`config.mk`:
```
export PLATFORM = sky130hd
export DESIGN_NAME = line_follow_steering
export DESIGN_NICKNAME = d
export VERILOG_FILES = /design/src/design/lfs_pkg.sv /design/src/design/lfs_cfg_regs.sv /design/src/design/lfs_steer.sv /design/src/design/line_follow_steering.sv
export SDC_FILE = /design/constraint.sdc
export NUM_CORES = 2
export LEC_CHECK = 0
export BUFFER_PORTS_ARGS = -buffer_cell sky130_fd_sc_hd__buf_4
export CAP_MARGIN = 20
export CORE_MARGIN = 2
export CORE_UTILIZATION = 33
export CTS_BUF_LIST = sky130_fd_sc_hd__clkbuf_16
export DETAILED_ROUTE_END_ITERATION = 8
export GPL_ROUTABILITY_DRIVEN = 1
export REMOVE_ABC_BUFFERS = 1
export SETUP_SLACK_MARGIN = 0.15
export SYNTH_ARGS = -nofsm -noshare
export SYNTH_HDL_FRONTEND = slang
export SYNTH_SLANG_ARGS = --single-unit
```
`constraint.sdc`:
```
create_clock -name aclk -period 24 [get_ports aclk]
set_input_delay 0 -clock aclk [delete_from_list [all_inputs] [get_ports aclk]]
set_output_delay 0 -clock aclk [all_outputs]
set_load 0.05 [all_outputs]
```
`src/design/lfs_pkg.sv`:
```
// ----------------------------------------------------------------------------
// lfs_pkg: shared types and constants of the line follow steering block
// Register map, register file type, line tracking state and drive mode codes.
// ----------------------------------------------------------------------------
`default_nettype none

package lfs_pkg;

    // minimum spacing of accepted camera reports in ms
    localparam logic [31:0] SCAN_MS = 32'd50;

    // configuration register indexes
    localparam int CFG_IDX_W = 3;
    typedef enum logic [CFG_IDX_W-1:0] {
        REG_CENTER_X     = 3'd0,
        REG_GAIN_OFFSET  = 3'd1,
        REG_GAIN_ANGLE   = 3'd2,
        REG_BASE_SPEED   = 3'd3,
        REG_SHARP_SPEED  = 3'd4,
        REG_SHARP_LIMIT  = 3'd5,
        REG_SPIN_SPEED   = 3'd6,
        REG_LOST_TIMEOUT = 3'd7
    } cfg_reg_t;

    localparam int CFG_DATA_W = 16;

    // drive mode codes as seen on the result channel
    localparam logic [1:0] MODE_TRACK = 2'd0;
    localparam logic [1:0] MODE_PIVOT = 2'd1;
    localparam logic [1:0] MODE_STOP  = 2'd2;

    // wheel speed limit
    localparam logic [6:0] SPEED_MAX = 7'd100;

    // line tracking state
    typedef enum logic [2:0] {
        LINE_NEVER = 3'b001,
        LINE_SEEN  = 3'b010,
        LINE_LOST  = 3'b100
    } line_state_t;

    // configuration register file contents
    typedef struct packed {
        logic        [9:0]  center_x;
        logic signed [15:0] gain_offset;
        logic signed [15:0] gain_angle;
        logic signed [7:0]  base_speed;
        logic signed [7:0]  sharp_speed;
        logic        [6:0]  sharp_turn_limit;
        logic        [6:0]  spin_speed;
        logic        [15:0] lost_timeout_ms;
    } cfg_t;

endpackage

`default_nettype wire

```
`src/design/lfs_cfg_regs.sv`:
```
// ----------------------------------------------------------------------------
// lfs_cfg_regs: configuration register file
// Eight registers written through an indexed write channel, reset to defaults.
// ----------------------------------------------------------------------------
`default_nettype none

module lfs_cfg_regs (
    input  wire logic                           aclk,
    input  wire logic                           aresetn,
    input  wire logic                           cfg_valid,
    output logic                                cfg_ready,
    input  wire logic [lfs_pkg::CFG_IDX_W-1:0]  cfg_index,
    input  wire logic [lfs_pkg::CFG_DATA_W-1:0] cfg_data,
    output lfs_pkg::cfg_t                       cfg
);

    lfs_pkg::cfg_t cfg_reg;
    lfs_pkg::cfg_t cfg_next;

    assign cfg_ready = 1'b1;
    assign cfg       = cfg_reg;

    always_comb begin
        cfg_next = cfg_reg;
        if (cfg_valid) begin
            case (lfs_pkg::cfg_reg_t'(cfg_index))
                lfs_pkg::REG_CENTER_X:     cfg_next.center_x         = cfg_data[9:0];
                lfs_pkg::REG_GAIN_OFFSET:  cfg_next.gain_offset      = cfg_data;
                lfs_pkg::REG_GAIN_ANGLE:   cfg_next.gain_angle       = cfg_data;
                lfs_pkg::REG_BASE_SPEED:   cfg_next.base_speed       = cfg_data[7:0];
                lfs_pkg::REG_SHARP_SPEED:  cfg_next.sharp_speed      = cfg_data[7:0];
                lfs_pkg::REG_SHARP_LIMIT:  cfg_next.sharp_turn_limit = cfg_data[6:0];
                lfs_pkg::REG_SPIN_SPEED:   cfg_next.spin_speed       = cfg_data[6:0];
                lfs_pkg::REG_LOST_TIMEOUT: cfg_next.lost_timeout_ms  = cfg_data;
                default:                   cfg_next = cfg_reg;
            endcase
        end
    end

    always_ff @(posedge aclk) begin
        if (!aresetn) begin
            cfg_reg.center_x         <= 10'd160;
            cfg_reg.gain_offset      <= 16'sd64;
            cfg_reg.gain_angle       <= 16'sd64;
            cfg_reg.base_speed       <= 8'sd40;
            cfg_reg.sharp_speed      <= 8'sd25;
            cfg_reg.sharp_turn_limit <= 7'd30;
            cfg_reg.spin_speed       <= 7'd30;
            cfg_reg.lost_timeout_ms  <= 16'd2000;
        end else begin
            cfg_reg <= cfg_next;
        end
    end

endmodule

`default_nettype wire

```
`src/design/lfs_steer.sv`:
```
// ----------------------------------------------------------------------------
// lfs_steer: tracking wheel speeds
// Q8.8 steering correction, speed select, clamp to +/-100 and rounding.
// ----------------------------------------------------------------------------
`default_nettype none

module lfs_steer (
    input  wire lfs_pkg::cfg_t        cfg,
    input  wire logic        [9:0]    start_x,
    input  wire logic signed [7:0]    line_angle,
    output logic signed      [7:0]    left_speed,
    output logic signed      [7:0]    right_speed
);

    localparam logic signed [28:0] LIM_Q8 = 29'sd25600;
    // lim plus half an lsb of the integer part
    localparam logic [15:0] ROUND_OFS = 16'd25728;
    localparam logic [6:0] SPEED_MAX_8 = lfs_pkg::SPEED_MAX;

    logic signed [10:0] x_ofs;
    logic signed [26:0] prod_ofs;
    logic signed [23:0] prod_ang;
    logic signed [27:0] corr;
    logic        [7:0]  ang_abs;
    logic signed [7:0]  spd;
    logic signed [28:0] spd_q8;
    logic signed [28:0] sum_l;
    logic signed [28:0] sum_r;

    // clamp a q8.8 value to +/-100.0 and round halves upward
    function automatic logic signed [7:0] to_wheel(input logic signed [28:0] v);
        logic signed [28:0] c;
        logic        [15:0] u;
        begin
            if (v > LIM_Q8)
                c = LIM_Q8;
            else if (v < -LIM_Q8)
                c = -LIM_Q8;
            else
                c = v;
            u = c[15:0] + ROUND_OFS;
            return u[15:8] - {1'b0, SPEED_MAX_8};
        end
    endfunction

    always_comb begin
        x_ofs    = $signed({1'b0, start_x}) - $signed({1'b0, cfg.center_x});
        prod_ofs = cfg.gain_offset * x_ofs;
        prod_ang = cfg.gain_angle * line_angle;
        corr     = {prod_ofs[26], prod_ofs} + {{4{prod_ang[23]}}, prod_ang};

        ang_abs  = line_angle[7] ? (8'd0 - line_angle) : line_angle;
        spd      = (ang_abs > {1'b0, cfg.sharp_turn_limit}) ? cfg.sharp_speed : cfg.base_speed;
        spd_q8   = {{13{spd[7]}}, spd, 8'd0};

        sum_l    = spd_q8 + {corr[27], corr};
        sum_r    = spd_q8 - {corr[27], corr};
    end

    assign left_speed  = to_wheel(sum_l);
    assign right_speed = to_wheel(sum_r);

endmodule

`default_nettype wire

```
`src/design/line_follow_steering.sv`:
```
// ----------------------------------------------------------------------------
// line_follow_steering: differential drive steering from camera line reports
// Turns camera line reports into left and right wheel commands and a mode.
// ----------------------------------------------------------------------------
// Each input item is one camera report. A report is registered on entry and
// worked out from the input register, where it either drops out (it came less
// than 50 ms after the last accepted report) or produces exactly one result
// item in the output register, waiting in the input register while that one
// is full. One item per cycle is sustained while m_tready is high. The output
// register lets a new item enter while a result still waits for m_tready, and
// the path between the two registers holds the two gain multipliers, the
// correction add, the clamp and the 32-bit timestamp compares. While the line
// is seen the wheels run at speed +/- correction; once it is lost the robot
// pivots toward the side of the last seen angle for lost_timeout_ms, then
// stops. A line never seen gives a stop. Configuration writes are taken in
// any cycle and should only be made while no item is in flight.
// ----------------------------------------------------------------------------
`default_nettype none

module line_follow_steering (
    input  wire logic                           aclk,
    input  wire logic                           aresetn,
    // camera report items
    input  wire logic                           s_tvalid,
    output logic                                s_tready,
    input  wire logic [55:0]                    s_tdata,  // now_ms[31:0], start_x[41:32],
                                                          // line_angle[49:42], zero pad
    input  wire logic                           s_tuser,  // line_seen
    // wheel command items
    output logic                                m_tvalid,
    input  wire logic                           m_tready,
    output logic [15:0]                         m_tdata,  // left_speed[7:0], right_speed[15:8]
    output logic [1:0]                          m_tuser,  // drive_mode
    // configuration writes
    input  wire logic                           cfg_valid,
    output logic                                cfg_ready,
    input  wire logic [lfs_pkg::CFG_IDX_W-1:0]  cfg_index,
    input  wire logic [lfs_pkg::CFG_DATA_W-1:0] cfg_data
);

    lfs_pkg::cfg_t cfg;

    // input register
    logic               in_valid_reg;
    logic               in_valid_next;
    logic [31:0]        now_reg;
    logic               seen_reg;
    logic [9:0]         start_x_reg;
    logic signed [7:0]  angle_reg;

    // tracking state
    logic [31:0]          last_scan_reg, last_scan_next;
    lfs_pkg::line_state_t lstate_reg, lstate_next;
    logic                 recovering_reg, recovering_next;
    logic [31:0]          lost_start_reg, lost_start_next;
    logic signed [7:0]    last_angle_reg, last_angle_next;

    // output register
    logic               out_valid_reg, out_valid_next;
    logic signed [7:0]  left_reg, left_next;
    logic signed [7:0]  right_reg, right_next;
    logic [1:0]         mode_reg, mode_next;

    // datapath
    logic signed [7:0]  trk_left;
    logic signed [7:0]  trk_right;
    logic [31:0]        scan_gap;
    logic [31:0]        lost_gap;
    logic               gate_pass;
    logic               out_free;
    logic               retire;     // item leaves the input register
    logic               emit;       // item leaves with a result
    logic [6:0]         pivot_mag;

    lfs_cfg_regs u_cfg (
        .aclk      (aclk),
        .aresetn   (aresetn),
        .cfg_valid (cfg_valid),
        .cfg_ready (cfg_ready),
        .cfg_index (cfg_index),
        .cfg_data  (cfg_data),
        .cfg       (cfg)
    );

    lfs_steer u_steer (
        .cfg         (cfg),
        .start_x     (start_x_reg),
        .line_angle  (angle_reg),
        .left_speed  (trk_left),
        .right_speed (trk_right)
    );

    // scan gate: too early reports drop out without touching any state
    assign scan_gap  = now_reg - last_scan_reg;
    assign gate_pass = (scan_gap >= lfs_pkg::SCAN_MS);

    // an item that produces a result needs room in the output register
    assign out_free  = !out_valid_reg || m_tready;
    assign retire    = in_valid_reg && (!gate_pass || out_free);
    assign emit      = in_valid_reg && gate_pass && out_free;
    assign s_tready  = !in_valid_reg || retire;

    assign pivot_mag = (cfg.spin_speed > lfs_pkg::SPEED_MAX) ? lfs_pkg::SPEED_MAX
                                                             : cfg.spin_speed;

    always_comb begin
        last_scan_next  = last_scan_reg;
        lstate_next     = lstate_reg;
        recovering_next = recovering_reg;
        lost_start_next = lost_start_reg;
        last_angle_next = last_angle_reg;
        left_next       = left_reg;
        right_next      = right_reg;
        mode_next       = mode_reg;
        lost_gap        = 32'd0;

        if (emit) begin
            last_scan_next = now_reg;

            // line state update
            if (seen_reg)
                lstate_next = lfs_pkg::LINE_SEEN;
            else if (lstate_reg != lfs_pkg::LINE_NEVER)
                lstate_next = lfs_pkg::LINE_LOST;

            case (lstate_next)
                lfs_pkg::LINE_SEEN: begin
                    left_next       = trk_left;
                    right_next      = trk_right;
                    mode_next       = lfs_pkg::MODE_TRACK;
                    recovering_next = 1'b0;
                    last_angle_next = angle_reg;
                end
                lfs_pkg::LINE_LOST: begin
                    // first lost report starts the pivot timer at zero
                    if (!recovering_reg) begin
                        recovering_next = 1'b1;
                        lost_start_next = now_reg;
                    end else begin
                        lost_gap = now_reg - lost_start_reg;
                    end
                    if (lost_gap < {16'd0, cfg.lost_timeout_ms}) begin
                        mode_next = lfs_pkg::MODE_PIVOT;
                        if (!last_angle_reg[7] && (last_angle_reg != 8'sd0)) begin
                            left_next  = $signed({1'b0, pivot_mag});
                            right_next = 8'sd0 - $signed({1'b0, pivot_mag});
                        end else begin
                            left_next  = 8'sd0 - $signed({1'b0, pivot_mag});
                            right_next = $signed({1'b0, pivot_mag});
                        end
                    end else begin
                        mode_next  = lfs_pkg::MODE_STOP;
                        left_next  = 8'sd0;
                        right_next = 8'sd0;
                    end
                end
                default: begin
                    // line never seen
                    mode_next  = lfs_pkg::MODE_STOP;
                    left_next  = 8'sd0;
                    right_next = 8'sd0;
                end
            endcase
        end
    end

    always_comb begin
        if (emit)
            out_valid_next = 1'b1;
        else if (m_tready)
            out_valid_next = 1'b0;
        else
            out_valid_next = out_valid_reg;

        if (s_tvalid && s_tready)
            in_valid_next = 1'b1;
        else if (retire)
            in_valid_next = 1'b0;
        else
            in_valid_next = in_valid_reg;
    end

    // control and state
    always_ff @(posedge aclk) begin
        if (!aresetn) begin
            in_valid_reg   <= 1'b0;
            out_valid_reg  <= 1'b0;
            last_scan_reg  <= 32'd0;
            lstate_reg     <= lfs_pkg::LINE_NEVER;
            recovering_reg <= 1'b0;
            lost_start_reg <= 32'd0;
            last_angle_reg <= 8'sd0;
        end else begin
            in_valid_reg   <= in_valid_next;
            out_valid_reg  <= out_valid_next;
            last_scan_reg  <= last_scan_next;
            lstate_reg     <= lstate_next;
            recovering_reg <= recovering_next;
            lost_start_reg <= lost_start_next;
            last_angle_reg <= last_angle_next;
        end
    end

    // payload registers
    always_ff @(posedge aclk) begin
        if (s_tvalid && s_tready) begin
            now_reg     <= s_tdata[31:0];
            start_x_reg <= s_tdata[41:32];
            angle_reg   <= s_tdata[49:42];
            seen_reg    <= s_tuser;
        end
        left_reg  <= left_next;
        right_reg <= right_next;
        mode_reg  <= mode_next;
    end

    assign m_tvalid = out_valid_reg;
    assign m_tdata  = {right_reg, left_reg};
    assign m_tuser  = mode_reg;

endmodule

`default_nettype wire

```
== Word-level counts from Yosys, hierarchy flattened ==
Cells that the tools add are included.

* Register bits: 235
* Input port bits: 81
* Logic and storage cells: 109

* Add/subtract/negate cells: 12
* Multiply operators: 2
* $lt $le $gt $ge: 8
* Eq/ne operators: 10
* Muxes and demuxes: 26
* Bitwise logic cells: 1
* Reduce and logical (&&, ||, !) cells: 28

{| class="wikitable"
|+ Operators by type and width
! operator !! count
|-
| 2-to-1 mux 32 bit || 3
|-
| 2-to-1 mux 16 bit || 4
|-
| subtractor 32 bit || 2
|-
| greater-than comparator 29 x 16 -> 1 bit, second input constant || 2
|-
| < comparator 29 x 16 -> 1 bit, second input constant || 2
|-
| 2-to-1 mux 8 bit || 6
|-
| adder 16 x 15 -> 16 bit, second input constant || 2
|-
| >= comparator 32 x 6 -> 1 bit, second input constant || 1
|-
| < comparator 32 x 16 -> 1 bit || 1
|-
| case mux 8 bit (2 select lines) || 2
|-
| adder 16 x 28 -> 29 bit || 1
|-
| subtractor 16 x 28 -> 29 bit || 1
|-
| adder 27 x 24 -> 28 bit || 1
|-
| multiplier 16 x 11 -> 27 bit || 1
|-
| multiplier 16 x 8 -> 24 bit || 1
|-
| AND reduction 2 bit || 10
|-
| subtractor 8 x 7 -> 8 bit, second input constant || 2
|-
| equality test 3 bit, second input constant || 5
|-
| subtractor 10 x 10 -> 11 bit || 1
|-
| equality test 3 x 2 -> 1 bit, second input constant || 3
|-
| 2-to-1 mux 3 bit || 3
|-
| greater-than comparator 8 x 7 -> 1 bit || 1
|-
| nonzero test 8 bit || 1
|-
| subtractor 1 x 7 -> 8 bit, first input constant || 1
|-
| 16 further kinds || 30
|}

== Depth between registers and ports, before layout ==
* Word-level depth: 11
* Depth in mapped cells: 61

== Cells and area by module ==
Synthesis repeated with hierarchy kept, for this count alone.

* Cells, all modules: 3511
* Area, all modules: 30380.4 um^2

{| class="wikitable"
|+ By module, submodules not included
! module !! times used !! cells each !! area an instance (um^2) !! seq. area each (um^2)
|-
| lfs_steer || 1 || 1949 || 16296.9 || 0.0
|-
| line_follow_steering || 1 || 1230 || 10651.5 || 3633.5
|-
| lfs_cfg_regs || 1 || 332 || 3432.0 || 1761.7
|}

== Worst setup path before layout ==
No wires, ideal clock.

* Kind: reg2reg
* Start: register start_x_reg[1]
* End: register left_reg[6], data pin
* Setup time: 0.262 ns
* Arrival time: 11.819 ns
* Required time: 23.738 ns
* Path slack: 11.919 ns
* Cell stages (with the launch flop): 56
* Cells stage by stage: edfxtp_1 -> ha_1 -> a21oi_1 -> o21ai_0 -> and2_1 -> o21ai_0 -> nand2b_1 -> a21oi_1 -> o21bai_1 -> a21o_1 -> a21oi_1 -> xnor2_1 -> clkbuf_1 -> nand2_1 -> fa_1 -> fa_1 -> inv_1 -> fa_1 -> [20 not listed] -> o211a_1 -> o221ai_1 -> nand3b_1 -> or4b_4 -> o21ai_4 -> and2_1 -> ha_1 -> a21oi_1 -> xnor2_1 -> a41oi_1 -> a31oi_1 -> inv_1 -> ha_1 -> inv_1 -> or2_2 -> a31oi_1 -> nand3b_1 -> o21ai_0

* Word-level cells in the longest chain between the ends: 10

{| class="wikitable"
|+ RTL lines
! item !! RTL line !! RTL
|-
| start, declared || line_follow_steering.sv:48 || <nowiki>logic [9:0] start_x_reg;</nowiki>
|-
| start signal, assigned || line_follow_steering.sv:208 || <nowiki>start_x_reg <= s_tdata[41:32];</nowiki>
|-
| subtractor 10 x 10 -> 11 bit * || lfs_steer.sv:47 || <nowiki>x_ofs = $signed({1'b0, start_x}) - $signed({1'b0, cfg.center_x});</nowiki>
|-
| multiplier 16 x 11 -> 27 bit * || lfs_steer.sv:48 || <nowiki>prod_ofs = cfg.gain_offset * x_ofs;</nowiki>
|-
| adder 27 x 24 -> 28 bit * || lfs_steer.sv:50 || <nowiki>corr = {prod_ofs[26], prod_ofs} + {{4{prod_ang[23]}}, prod_ang};</nowiki>
|-
| adder 16 x 28 -> 29 bit * || lfs_steer.sv:56 || <nowiki>sum_l = spd_q8 + {corr[27], corr};</nowiki>
|-
| < comparator 29 x 16 -> 1 bit || lfs_steer.sv:37 || <nowiki>else if (v < -LIM_Q8)</nowiki>
|-
| 2-to-1 mux 16 bit || lfs_steer.sv:37 ||
|-
| 2-to-1 mux 16 bit * || lfs_steer.sv:35 || <nowiki>if (v > LIM_Q8)</nowiki>
|-
| adder 16 x 15 -> 16 bit * || lfs_steer.sv:41 || <nowiki>u = c[15:0] + ROUND_OFS;</nowiki>
|-
| subtractor 8 x 7 -> 8 bit * || lfs_steer.sv:42 || <nowiki>return u[15:8] - {1'b0, SPEED_MAX_8};</nowiki>
|-
| case mux 8 bit (2 select lines) * || line_follow_steering.sv:126 || <nowiki>case (lstate_next)</nowiki>
|-
| end signal, assigned || line_follow_steering.sv:212 || <nowiki>left_reg <= left_next;</nowiki>
|-
| end, declared || line_follow_steering.sv:60 || <nowiki>logic signed [7:0] left_reg, left_next;</nowiki>
|}

Mark *: on every way between the ends. The rest lies on a longest branch, timed or not.
A chain may end at the register's enable or synchronous reset.

== Worst setup path in the final report ==
* Start: register start_x_reg[0]
* End: register left_reg[6], data pin

The elaborated chain is that of the path after synthesis.

==> impl_results.md <==
- Status: finished clean
- Mean Syn Cell Area: 8.63 um^2
- Clock latency on the worst-skew pair: 0.62 ns
- Wirelength per Cell: 16.8 um
- Tot GR Track Use: 17.3%
- Die H: 300 um
- Initial Util: 33.3%
- Syn Inst Count: 3352
- GR Layer Usage met3: 1.89%
- PortBufs: 94
- Cell occurring most often along the worst timing path: fa_1
- Post-DP HPWL: 61400 um
- Vias in the first global route: 23000
- Min cycle time layout: 14.34 ns
- Inserted Diodes: 0
- Drt pass-1 iters: 8
- Number of flip-flops under the largest register name: 88
- Synth async-reset ratio: 0%
- Clk pwr share: 9.9%
- Slew Limit Fails: 0
- Cts bufs inserted: 28
- CP Class: reg2reg
- Fillers: 8965
- Grt ovf: 0
- Post-route insts no fill: 4626
- Reg clk slew, reported paths: 0.06 ns
- Area of the multi-input gates: 21000 um^2
- RSZ-0062 raised after global routing: false
- Site Rows: 108
- Maximum Capacitance Violations: 0
- Slew @ Worst Pin: 1.11 ns
- Slowest-stage cell, CP: or4b_4
- Initial DRC Count: 1403
- Setup-failing EPs final: 0
- WP depth: 56
- Post-synth EDFFs: 69
- Initial antenna violation count: 0
- Relative slew slack: 26.1%
- Final ANT Viol Nets: 0
- Fin nets: 4091
- Die area: 90000 um^2
- Crit path max-delay family: adder cells
- Pint: 1.95 mW
- Crit share post-route: 59.7%
- Comb pwr share: 79.2%
- Worst Setup End Kind: flop
- Bufs and invs on worst path: 6
- Synth top area share: 22.8%
- CP max FO: 17
- Global-route met1 utilization: 23.7%
- Hold crit path type: in2reg
- WL final: 77700 um
- Longest Clk Path Bufs: 3
- DRC: 0
- Post-synthesis register bit count: 235
- Die width: 300 um
- Hold Vio Cnt, Final: 0
- Peak Freq: 0.0698 GHz
- Clk sink count: 235
- Area Growth Syn to Fin: 12.2%
- Ys flop type: dfxtp_1
- Largest net degree at the start of global routing: 90
- Post-synthesis cell type count: 116
- Share of layout cells above drive strength 1: 7.46%
- Via density: 5.05
- Sequential share of the synthesized area: 18.7%
- CP required: 24.25 ns
- Busiest grt layer: met2
- Core box area: 86800 um^2
- CP peak stage delay: 0.64 ns
- Hold_ws: 0.0991 ns
- Worst Clk Skew: 0.0540 ns
- Seq pwr share: 10.9%
- Hold depth: 2
- Placer Congestion: 0.877
- Setup WS post-layout: 9.66 ns
- Number of I/O pins: 102
- YS warnings: 0
- Cell taking the most area after synthesis: fa_1
- P_sw: 2.29 mW
- Post-Syn Area: 28900 um^2
- R2R depth: 56
- TritonCTS clock tree: built
- Worst Setup Start Kind: flop
- Routing usage on met2: 29.4%
- Switching Fraction: 53.9%
- First-pass GRT wire length: 125000 um
- Pre-CTS setup slack: 9.78 ns
- Setup tns final: 0 ns
- Htree depth: 1
- Worst EP arrival: 14.58 ns
- VDD IR max: 211 uV
- Pwr Density: 131 nW/um^2
- Vias: 23400
- Sequential Area: 5400 um^2
- Root Driver: clkbuf_16
- Synth area leaders: fa_1, dfxtp_1, ha_1
- Inst Count DP: 4500
- Leak: 14.5 nW
metal layers:
layer  vias up  routed length [um]
met1     11400               34600
li1      11300                   -
met3        97                4120
met4         0                1800
met5         -                   0
met2       538               37300
cells in the mapped netlist, types with 11 or more instances:
| master | n |
|---|---|
| or3_1 | 17 |
| ha_1 | 232 |
| o21a_1 | 29 |
| nand2b_1 | 62 |
| inv_1 | 520 |
| nor4_1 | 13 |
| o31ai_1 | 12 |
| nand4_1 | 15 |
| a211oi_1 | 21 |
| xor2_1 | 40 |
| edfxtp_1 | 69 |
| clkbuf_1 | 105 |
| a21o_1 | 34 |
| o211ai_1 | 54 |
| and3_1 | 22 |
| clkbuf_2 | 11 |
| fa_1 | 329 |
| nand2_1 | 428 |
| o21bai_1 | 20 |
| nor2b_1 | 38 |
| dfxtp_1 | 166 |
| a21oi_1 | 166 |
| o21ai_0 | 120 |
| or2_2 | 13 |
| xnor2_1 | 81 |
| nor3b_1 | 13 |
| nor2_1 | 136 |
| and2_1 | 173 |
| nor3_1 | 47 |
| mux2i_1 | 52 |
| nand3_1 | 59 |
| a31oi_1 | 19 |
worst register-to-register path, delay by kind of cell (launching register included):
family,cells,cell delay (ns)
simple gates,11,2.18
flops,1,0.36
fa+ha+maj,13,5.30
buf+inv,6,0.55
compound gates,23,5.03
mux,1,0.21
xor+xnor,2,0.35
power groups by stage:
| stage | logic [mW] | registers (mW) | clock network (mW) |
|---|---|---|---|
| floorplan | 2.52 | 0.485 | 0 |
| global placement | 3.29 | 0.470 | 0 |
| detailed placement | 3.29 | 0.470 | 0 |
| CTS | 3.33 | 0.461 | 0.428 |
| global route | 3.72 | 0.463 | 0.443 |
| finish | 3.36 | 0.461 | 0.419 |
metrics by stage:
stage	utilization, %	area, um^2	power (mW)
after floorplan	-	28300	3.01
after global placement	35.5	30800	3.76
after detailed placement	35.5	30800	3.76
after CTS	37.4	32400	4.22
after global routing	37.4	32400	4.63
final	37.4	32400	4.24
area by class of cell:
type	count	area share, %
multi-input combinational	2459	64.8
sequential	235	16.6
inverter	524	6.06
timing repair buffer	201	5.22
tap	1155	4.46
clock buffer	30	2.31
clock inverter	22	0.478
path summary, 6_finish.rpt:
path                  start       endpoint  slack [ns]
max reg2reg  start_x_reg[0]    left_reg[6]        9.66
min reg2reg   u_cfg.cfg[39]  u_cfg.cfg[39]        0.45
min             s_tdata[17]    now_reg[17]         0.1
max          start_x_reg[0]    left_reg[6]        9.66
cells by family after synthesis:
| kind of cell | after synthesis | share of synthesized area (%) |
|---|---|---|
| compound gates | 634 | 15.2 |
| xor+xnor | 123 | 3.82 |
| fa+ha+maj | 561 | 32.8 |
| buf+inv | 658 | 8.77 |
| flops | 235 | 18.7 |
| mux | 61 | 2.16 |
| other cells | 1 | 0.0130 |
| simple gates | 1079 | 18.6 |
placed cells by master (no fill, tap or decap), drive strengths merged, types with 10 or more instances in the layout:
master / instances
a21oi: 169
or3: 18
nand2b: 62
clkinv: 17
o21a: 29
o21ai: 127
inv: 528
o22ai: 10
nor4: 15
a21o: 34
a211oi: 25
o311ai: 15
xor2: 40
dfxtp: 166
nand3: 59
o21bai: 20
o211ai: 55
nor3b: 14
nor2: 139
nor2b: 38
and2: 174
ha: 232
a41oi: 10
nor3: 48
o31ai: 16
buf: 127
mux2i: 52
xnor2: 83
clkbuf: 30
and3: 22
nand2: 428
a31oi: 20
edfxtp: 69
or2: 16
fa: 329
a2111oi: 13
nand4: 16
dlygate4sd3: 74
timing repair:
item	in CTS	in global routing
buffers inserted	0	0
gates resized for setup	0	0
hold buffers	74	0
setup endpoints to repair	0	0
hold endpoints to repair	173	0
No activity file was read; power rests on OpenSTA's default activity.
